### config.mk
export PLATFORM = sky130hd
export DESIGN_NAME = stable_priority_queue_top
export DESIGN_NICKNAME = d
export VERILOG_FILES = /design/src/design/spq_pkg.sv /design/src/design/spq_cell.sv /design/src/design/stable_priority_queue_top.sv
export VERILOG_INCLUDE_DIRS = /design/src /design/src/design
export SDC_FILE = /design/constraint.sdc
export NUM_CORES = 2
export LEC_CHECK = 0
export BUFFER_PORTS_ARGS = -buffer_cell sky130_fd_sc_hd__buf_2
export CELL_PAD_IN_SITES_DETAIL_PLACEMENT = 0
export CELL_PAD_IN_SITES_GLOBAL_PLACEMENT = 2
export CORE_MARGIN = 2
export CORE_UTILIZATION = 43
export DETAILED_ROUTE_END_ITERATION = 12
export HOLD_SLACK_MARGIN = 0.06
export PLACE_DENSITY_LB_ADDON = 0.1
export SYNTH_ARGS = -nofsm -noshare
export SYNTH_HDL_FRONTEND = slang
export SYNTH_SLANG_ARGS = --single-unit
### constraint.sdc
create_clock -name clk -period 7.2 [get_ports clk]
set_input_delay 1.44 -clock clk [delete_from_list [all_inputs] [get_ports clk]]
set_output_delay 1.44 -clock clk [all_outputs]
set_load 0.02 [all_outputs]
### src/design/stable_priority_queue_top_assert.svh
// Assertion macros for the priority queue.
`ifndef STABLE_PRIORITY_QUEUE_TOP_ASSERT_SVH
`define STABLE_PRIORITY_QUEUE_TOP_ASSERT_SVH

`ifndef SYNTHESIS

// Check a property on the rising clock edge, ignored while reset is low.
`define SPQ_ASSERT_RST(lbl, clk, rst_n, prop, msg) \
  lbl: assert property (@(posedge clk) disable iff (!rst_n) prop) else $error(msg);

// Check a property on the rising clock edge, also during reset.
`define SPQ_ASSERT_ALWAYS(lbl, clk, prop, msg) \
  lbl: assert property (@(posedge clk) prop) else $error(msg);

`else

`define SPQ_ASSERT_RST(lbl, clk, rst_n, prop, msg)
`define SPQ_ASSERT_ALWAYS(lbl, clk, prop, msg)

`endif

`endif

### src/design/spq_pkg.sv
package spq_pkg;

  localparam logic [1:0] MODE_PUSH  = 2'd0;
  localparam logic [1:0] MODE_POP   = 2'd1;
  localparam logic [1:0] MODE_FRONT = 2'd2;

  localparam logic [1:0] ST_OK    = 2'd0;
  localparam logic [1:0] ST_EMPTY = 2'd1;
  localparam logic [1:0] ST_FULL  = 2'd2;

  // Per-cycle command broadcast to every cell.
  typedef struct packed {
    logic push;
    logic pop;
  } cell_ctrl_t;

endpackage

### src/design/spq_cell.sv
module spq_cell #(
  parameter int DATA_BITS     = 32,
  parameter int PRIORITY_BITS = 16
) (
  input  logic                     clk,
  input  spq_pkg::cell_ctrl_t      ctrl,
  input  logic                     occupied,
  input  logic [PRIORITY_BITS-1:0] new_prio,
  input  logic [DATA_BITS-1:0]     new_data,
  input  logic                     left_keep,
  input  logic [PRIORITY_BITS-1:0] left_prio,
  input  logic [DATA_BITS-1:0]     left_data,
  input  logic [PRIORITY_BITS-1:0] right_prio,
  input  logic [DATA_BITS-1:0]     right_data,
  output logic                     keep,
  output logic [PRIORITY_BITS-1:0] prio,
  output logic [DATA_BITS-1:0]     data
);

  logic [PRIORITY_BITS-1:0] prio_r, prio_nxt;
  logic [DATA_BITS-1:0]     data_r, data_nxt;

  // Stay put on a push when this entry ranks at or before the new one.
  assign keep = occupied && (prio_r <= new_prio);

  always_comb begin
    prio_nxt = prio_r;
    data_nxt = data_r;
    if (ctrl.push) begin
      if (!keep && left_keep) begin
        prio_nxt = new_prio;
        data_nxt = new_data;
      end else if (!keep) begin
        prio_nxt = left_prio;
        data_nxt = left_data;
      end
    end else if (ctrl.pop) begin
      prio_nxt = right_prio;
      data_nxt = right_data;
    end
  end

  always_ff @(posedge clk) begin
    prio_r <= prio_nxt;
    data_r <= data_nxt;
  end

  assign prio = prio_r;
  assign data = data_r;

endmodule

### src/design/stable_priority_queue_top.sv
// Stable priority queue: a row of DEPTH cells kept sorted by ascending
// priority, equal priorities leaving in arrival order.
// Input channel (in_valid/in_ready): one item is one operation selected by
// in_mode: push (in_priority_req, in_payload), pop of the head, or read of
// the head. Mode three does nothing and reports ok.
// Result channel (out_valid/out_ready): exactly one item per accepted input,
// carrying the head data (zero unless a pop or read succeeded), a status
// (ok, empty on pop/read, full on a dropped push) and the occupancy after
// the operation.
// Result: registered, and shows in the cycle after acceptance.
// Throughput: one operation per cycle unless stalled; every cell compares its
// priority with the new one and shifts toward its neighbor in the same cycle,
// so the row takes a push or pop each clock while in_ready is high.
// Stall: the single output register accepts a new item in the same cycle
// that the pending result is taken; while a result waits with out_ready
// low, in_ready drops and the queue holds.
// Reset: rst_n (synchronous, active low) empties the queue and drops any
// pending result; cell contents are not cleared, only the count.
module stable_priority_queue_top #(
  parameter int DEPTH         = 16,
  parameter int DATA_BITS     = 32,
  parameter int PRIORITY_BITS = 16
) (
  input  logic                           clk,
  input  logic                           rst_n,
  input  logic                           in_valid,
  output logic                           in_ready,
  input  logic [1:0]                     in_mode,
  input  logic [PRIORITY_BITS-1:0]       in_priority_req,
  input  logic [DATA_BITS-1:0]           in_payload,
  output logic                           out_valid,
  input  logic                           out_ready,
  output logic [DATA_BITS-1:0]           out_head_data,
  output logic [1:0]                     out_status,
  output logic [$clog2(DEPTH+1)-1:0]     out_occupancy
);

  localparam int CNT_W = $clog2(DEPTH + 1);
  localparam logic [CNT_W-1:0] CNT_FULL = CNT_W'(DEPTH);

  logic [CNT_W-1:0]     cnt_r, cnt_nxt;
  logic                 out_valid_r;
  logic [DATA_BITS-1:0] out_head_data_r;
  logic [1:0]           out_status_r;
  logic [CNT_W-1:0]     out_occupancy_r;

  logic                 in_fire;
  logic                 is_empty, is_full;
  spq_pkg::cell_ctrl_t  ctrl;
  logic [DATA_BITS-1:0] head_nxt;
  logic [1:0]           status_nxt;

  logic [DEPTH-1:0]         cell_keep;
  logic [DEPTH-1:0]         cell_occ;
  logic [PRIORITY_BITS-1:0] cell_prio [DEPTH];
  logic [DATA_BITS-1:0]     cell_data [DEPTH];

  assign in_ready = !out_valid_r || out_ready;
  assign in_fire  = in_valid && in_ready;
  assign is_empty = (cnt_r == '0);
  assign is_full  = (cnt_r == CNT_FULL);

  // Decode the operation; drop pushes into a full row and pops of nothing.
  always_comb begin
    ctrl       = '0;
    head_nxt   = '0;
    status_nxt = spq_pkg::ST_OK;
    cnt_nxt    = cnt_r;
    unique case (in_mode) inside
      spq_pkg::MODE_PUSH: begin
        if (is_full) begin
          status_nxt = spq_pkg::ST_FULL;
        end else begin
          ctrl.push = in_fire;
          cnt_nxt   = cnt_r + CNT_W'(1);
        end
      end
      spq_pkg::MODE_POP, spq_pkg::MODE_FRONT: begin
        if (is_empty) begin
          status_nxt = spq_pkg::ST_EMPTY;
        end else begin
          head_nxt = cell_data[0];
          if (in_mode == spq_pkg::MODE_POP) begin
            ctrl.pop = in_fire;
            cnt_nxt  = cnt_r - CNT_W'(1);
          end
        end
      end
      default: begin
      end
    endcase
  end

  // Build the row; the cell at the head sees a virtual neighbor that keeps.
  for (genvar i = 0; i < DEPTH; i++) begin : g_cell
    logic                     l_keep;
    logic [PRIORITY_BITS-1:0] l_prio, r_prio;
    logic [DATA_BITS-1:0]     l_data, r_data;

    assign cell_occ[i] = (cnt_r > CNT_W'(i));

    if (i == 0) begin : g_head
      assign l_keep = 1'b1;
      assign l_prio = in_priority_req;
      assign l_data = in_payload;
    end else begin : g_body
      assign l_keep = cell_keep[i-1];
      assign l_prio = cell_prio[i-1];
      assign l_data = cell_data[i-1];
    end

    if (i == DEPTH - 1) begin : g_tail
      assign r_prio = cell_prio[i];
      assign r_data = cell_data[i];
    end else begin : g_inner
      assign r_prio = cell_prio[i+1];
      assign r_data = cell_data[i+1];
    end

    spq_cell #(
      .DATA_BITS    (DATA_BITS),
      .PRIORITY_BITS(PRIORITY_BITS)
    ) u_cell (
      .clk       (clk),
      .ctrl      (ctrl),
      .occupied  (cell_occ[i]),
      .new_prio  (in_priority_req),
      .new_data  (in_payload),
      .left_keep (l_keep),
      .left_prio (l_prio),
      .left_data (l_data),
      .right_prio(r_prio),
      .right_data(r_data),
      .keep      (cell_keep[i]),
      .prio      (cell_prio[i]),
      .data      (cell_data[i])
    );
  end

  // Hold count and result valid; the count advances only on an accepted item, valid clears when the result is taken.
  always_ff @(posedge clk) begin
    if (!rst_n) begin
      cnt_r       <= '0;
      out_valid_r <= 1'b0;
    end else begin
      if (in_fire) begin
        cnt_r       <= cnt_nxt;
        out_valid_r <= 1'b1;
      end else if (out_ready) begin
        out_valid_r <= 1'b0;
      end
    end
  end

  always_ff @(posedge clk) begin
    if (in_fire) begin
      out_head_data_r <= head_nxt;
      out_status_r    <= status_nxt;
      out_occupancy_r <= cnt_nxt;
    end
  end

  assign out_valid     = out_valid_r;
  assign out_head_data = out_head_data_r;
  assign out_status    = out_status_r;
  assign out_occupancy = out_occupancy_r;

`include "stable_priority_queue_top_assert.svh"

  `SPQ_ASSERT_ALWAYS(a_cnt_bound, clk, !rst_n || (cnt_r <= CNT_FULL), "count exceeds depth")
  `SPQ_ASSERT_RST(a_push_grows, clk, rst_n, in_fire && in_mode == spq_pkg::MODE_PUSH && !is_full |=> cnt_r == $past(cnt_r) + CNT_W'(1), "push did not grow count")
  `SPQ_ASSERT_RST(a_full_flag, clk, rst_n, in_fire && in_mode == spq_pkg::MODE_PUSH && is_full |=> out_valid_r && out_status_r == spq_pkg::ST_FULL, "full push not flagged")
  `SPQ_ASSERT_RST(a_head_order, clk, rst_n, cnt_r >= CNT_W'(2) |-> cell_prio[0] <= cell_prio[1], "head cells out of order")

endmodule

==> summary.md <==
| Metric | Value |
|---|---|
| Largest cells by area after synthesis | `edfxtp_1, a221o_1, ha_1` |
| Number of remaining DRC errors | `0` |
| Routed vias | `38900` |
| Initial antenna violation count | `9` |
| Avg Inst Size Synth | `10.6 um2` |
| Final Hold Viols | `0` |
| Critical path's top delay family | `buffers and inverters` |
| ANT nets after route | `0` |
| Post-Synth XOR/XNOR Area | `0%` |
| PwrDens | `242 nW/um2` |
| Setup Crit Path Kind | `input pin to flip-flop` |
| Required time worst endpoint | `between 7 and 8 ns` |
| CTS resizes | `0` |
| Final setup TNS | `0 ns` |
| Starting Density | `around 43%` |
| Seq/Total Area, Yosys | `between 50% and 60%` |
| Mapped Area | `46400 um2` |
| Final nets | `4564` |
| DR vias/cell | `roughly 6.8` |
| Die area | `111000 um2` |
| Yosys reg bits | `813` |
| Worst-margin pin slew | `roughly 1.3 ns` |
| Count leader, synth | `nand2_1` |
| # clock sinks | `813` |
| Largest net degree at the start of global routing | `136` |
| Distinct cell type count of the synthesized netlist | `63` |
| Setup bufs post-CTS | `0` |
| PortBufs | `94` |
| Worst r2r path cells | `10` |
| Drt total wl | `between 150000 and 200000 um` |
| CTS root buf | `clkbuf_16` |
| Reg-to-reg endpoint | `g_cell[2].u_cell.data[13]` |
| Mux cell area share after synthesis | `roughly 1.2%` |
| Yosys top cell by area | `edfxtp_1` |
| DP HPWL | `118000 um` |
| Routability cong. | `0.988` |
| Top cell type's share of synthesized area | `52.2%` |
| R2r setup slk | `between 2 and 2.5 ns` |
| Top cells by count, synth | `nand2_1, edfxtp_1, a21oi_1` |
| Area Growth Syn to Fin | `11.2%` |
| Max-Slew Margin vs Limit | `12.2%` |
| Tcrit/Tclk final | `72.7%` |
| Critical-path top delay cell | `nand2_4` |
| H-Tree Depth | `3` |
| Vias in the first global route | `about 37000` |
| Cell count after placement | `5550` |
| Adder-cell area share of the yosys netlist | `7.12%` |
| Top FF cell, synth | `edfxtp_1` |
| Post-synthesis compound-gate area fraction | `22.6%` |
| Synth async-reset ratio | `0%` |
| First-pass GRT wire length | `265000 um` |
| Max FO, Critical Path | `60` |
| Yosys warnings | `0` |
| Post-CTS Hold Buffers | `0` |
| Inserted Clock Buffers | `97` |
| Largest family of logic cells by synthesized area | `compound AO/OA/AOI/OAI gates` |
| Gate count of the mapped netlist | `4368` |
| Ports | `95` |
| Maximum clock rate | `191 MHz` |
| Clock Path Buffers | `3` |
| Number of iterations in the first detailed-routing pass | `8` |
| WP depth | `12` |
| Final setup fails | `0` |
| Max Slew Vio Count | `0` |
| Reg-to-Reg Start | `cnt_r[0]` |
| Max IR drop VDD | `0.215 mV` |
| Endpoint class of the critical path | `flip-flop` |
| CTS tree | `done` |
| Setup crit end | `g_cell[4].u_cell.prio[0]` |
| CP startpoint | `in_priority_req[11]` |
| EDFF count, synth | `807` |
| GR Util All Layers | `32.4%` |
| Clock-pin slew on the worst setup and hold paths | `0.06 ns` |
| Overflow after GRT | `0` |
| Worst EP arrival | `5.69 ns` |
| Leakage power | `18.4 nW` |
| CP Cell Sequence | `buf_2, inv_1, buf_4, ha_1, a21oi_1, o21ai_0, a311oi_1, nand4b_1, nand2_4, buf_12, a211oi_1, a221o_1` |
| Clk Latency, worst-skew pair | `0.70 ns` |
| HP Class | `flip-flop to flip-flop` |
| Initial DRC Count | `5288` |
| Syn nets | `between 4000 and 5000` |
| RSZ-0062 raised after global routing | `false` |
| Slowest cell delay on critical path | `0.63 ns` |
| Core Box Area | `between 100000 and 150000 um2` |
| Routed length per instance | `32.2 um` |
| Die W | `between 300 and 400 um` |
| Status | `finished clean` |
| Critical path buffer and inverter count | `4` |
| Synth Area in Simple Gates | `12.5%` |
| FP Rows | `120` |
| Final min period | `5.24 ns` |
| Worst setup SP type | `input pin` |
| Post-route non-filler standard cell count | `5731` |
| Fraction of layout cells with a size suffix above 1 | `10.5%` |
| Die Ht | `332 um` |
| MaxCap Viol Count | `0` |
| Setup Skew | `just under 0.03 ns` |
-- how the worst min path moves through the flow --
stage,depth (start not counted),endpoint,slack [ns],start
2_1_floorplan,2,g_cell[14].u_cell.data[0],0.51,g_cell[15].u_cell.data[0]
3_3_place_gp,2,out_valid,0.51,out_valid
3_5_place_dp,2,out_valid,0.52,out_valid
4_1_cts,2,out_valid,0.53,out_valid
5_1_grt,2,g_cell[14].u_cell.data[4],0.56,g_cell[15].u_cell.data[4]
6_report,2,out_valid,0.52,out_valid
-- layout by cell type (no fill, tap or decap), drive strengths merged, types with 20 or more instances in the layout --
cell type / n
nand2: 873
edfxtp: 807
a21oi: 538
a221o: 528
ha: 264
buf: 211
o211ai: 205
nor2: 151
clkbuf: 122
nand3: 116
inv: 53
o21ai: 49
mux2: 47
and2: 42
clkinv: 42
nand4: 38
and3: 37
a211oi: 28
nor3: 20
-- logic make-up after synthesis --
kind of cell	Yosys count
multiplexers	48
buffers and inverters	481
flip-flops	813
AO/OA/AOI/OAI	1410
AND/OR/NAND/NOR	1352
adder cells (fa/ha/maj)	264
-- worst reg2reg max path, cell delays in order (launching register included) --
cell and delay (ns):
dfxtp_1 0.55, inv_1 0.15, ha_1 0.29, nor4b_2 0.26, nor2b_4 0.15, buf_4 0.42
nand2_1 0.17, nand2_1 0.11, nand2_1 0.62, a21oi_4 1.05, buf_4 0.75
-- cell type report --
class                           instances  area, um2
Clock inverter                         57        573
Clock buffer                          122       2530
Multi-Input combinational cell       3074      20500
Sequential cell                       813      24400
Antenna cell                            2       5.00
Inverter                               49        186
Timing Repair Buffer                  211       1660
Fill cell                           10000      55400
Tap cell                             1403       1760
-- stage by stage --
step / power, mW / hold slack, ns / util, % / cell area, um2 / setup slack [ns]
5_1_grt: 12.8 / 0.564 / 48.2 / 51600 / 1.92
2_1_floorplan: 6.76 / 0.514 / - / 46400 / 0.554
6_report: 12.5 / 0.523 / 48.2 / 51600 / 1.96
3_5_place_dp: 7.57 / 0.522 / 45.3 / 48500 / 1.29
3_3_place_gp: 7.55 / 0.508 / 45.3 / 48500 / 1.31
4_1_cts: 12.5 / 0.529 / 48.2 / 51600 / 2.04
-- layer usage --
metal / global-route usage [%] / part of all wire (%) / vias to the layer above
met4: 11.6 / 3.7 / 10
li1: - / - / 16800
met2: 47.9 / 43 / 2114
met1: 46.9 / 44 / 19600
met5: 0 / 0.036 / -
met3: 6.62 / 9.3 / 341
-- sequential cells by signal, summed over array words and instances (netlist names) --
signal	flops
g_cell.u_cell.data	512
out_status	2
out_occupancy	5
out_head_data	32
g_cell.u_cell.prio	256
out_valid	1
cnt_r	5
-- power breakdown --
group	internal [mW]	leakage (nW)	switching, mW
Clock	2.79	1.51	2.17
Combinational	0.529	9.40	1.34
Sequential	5.49	7.49	0.158
No activity file was read; power rests on OpenSTA's default activity.
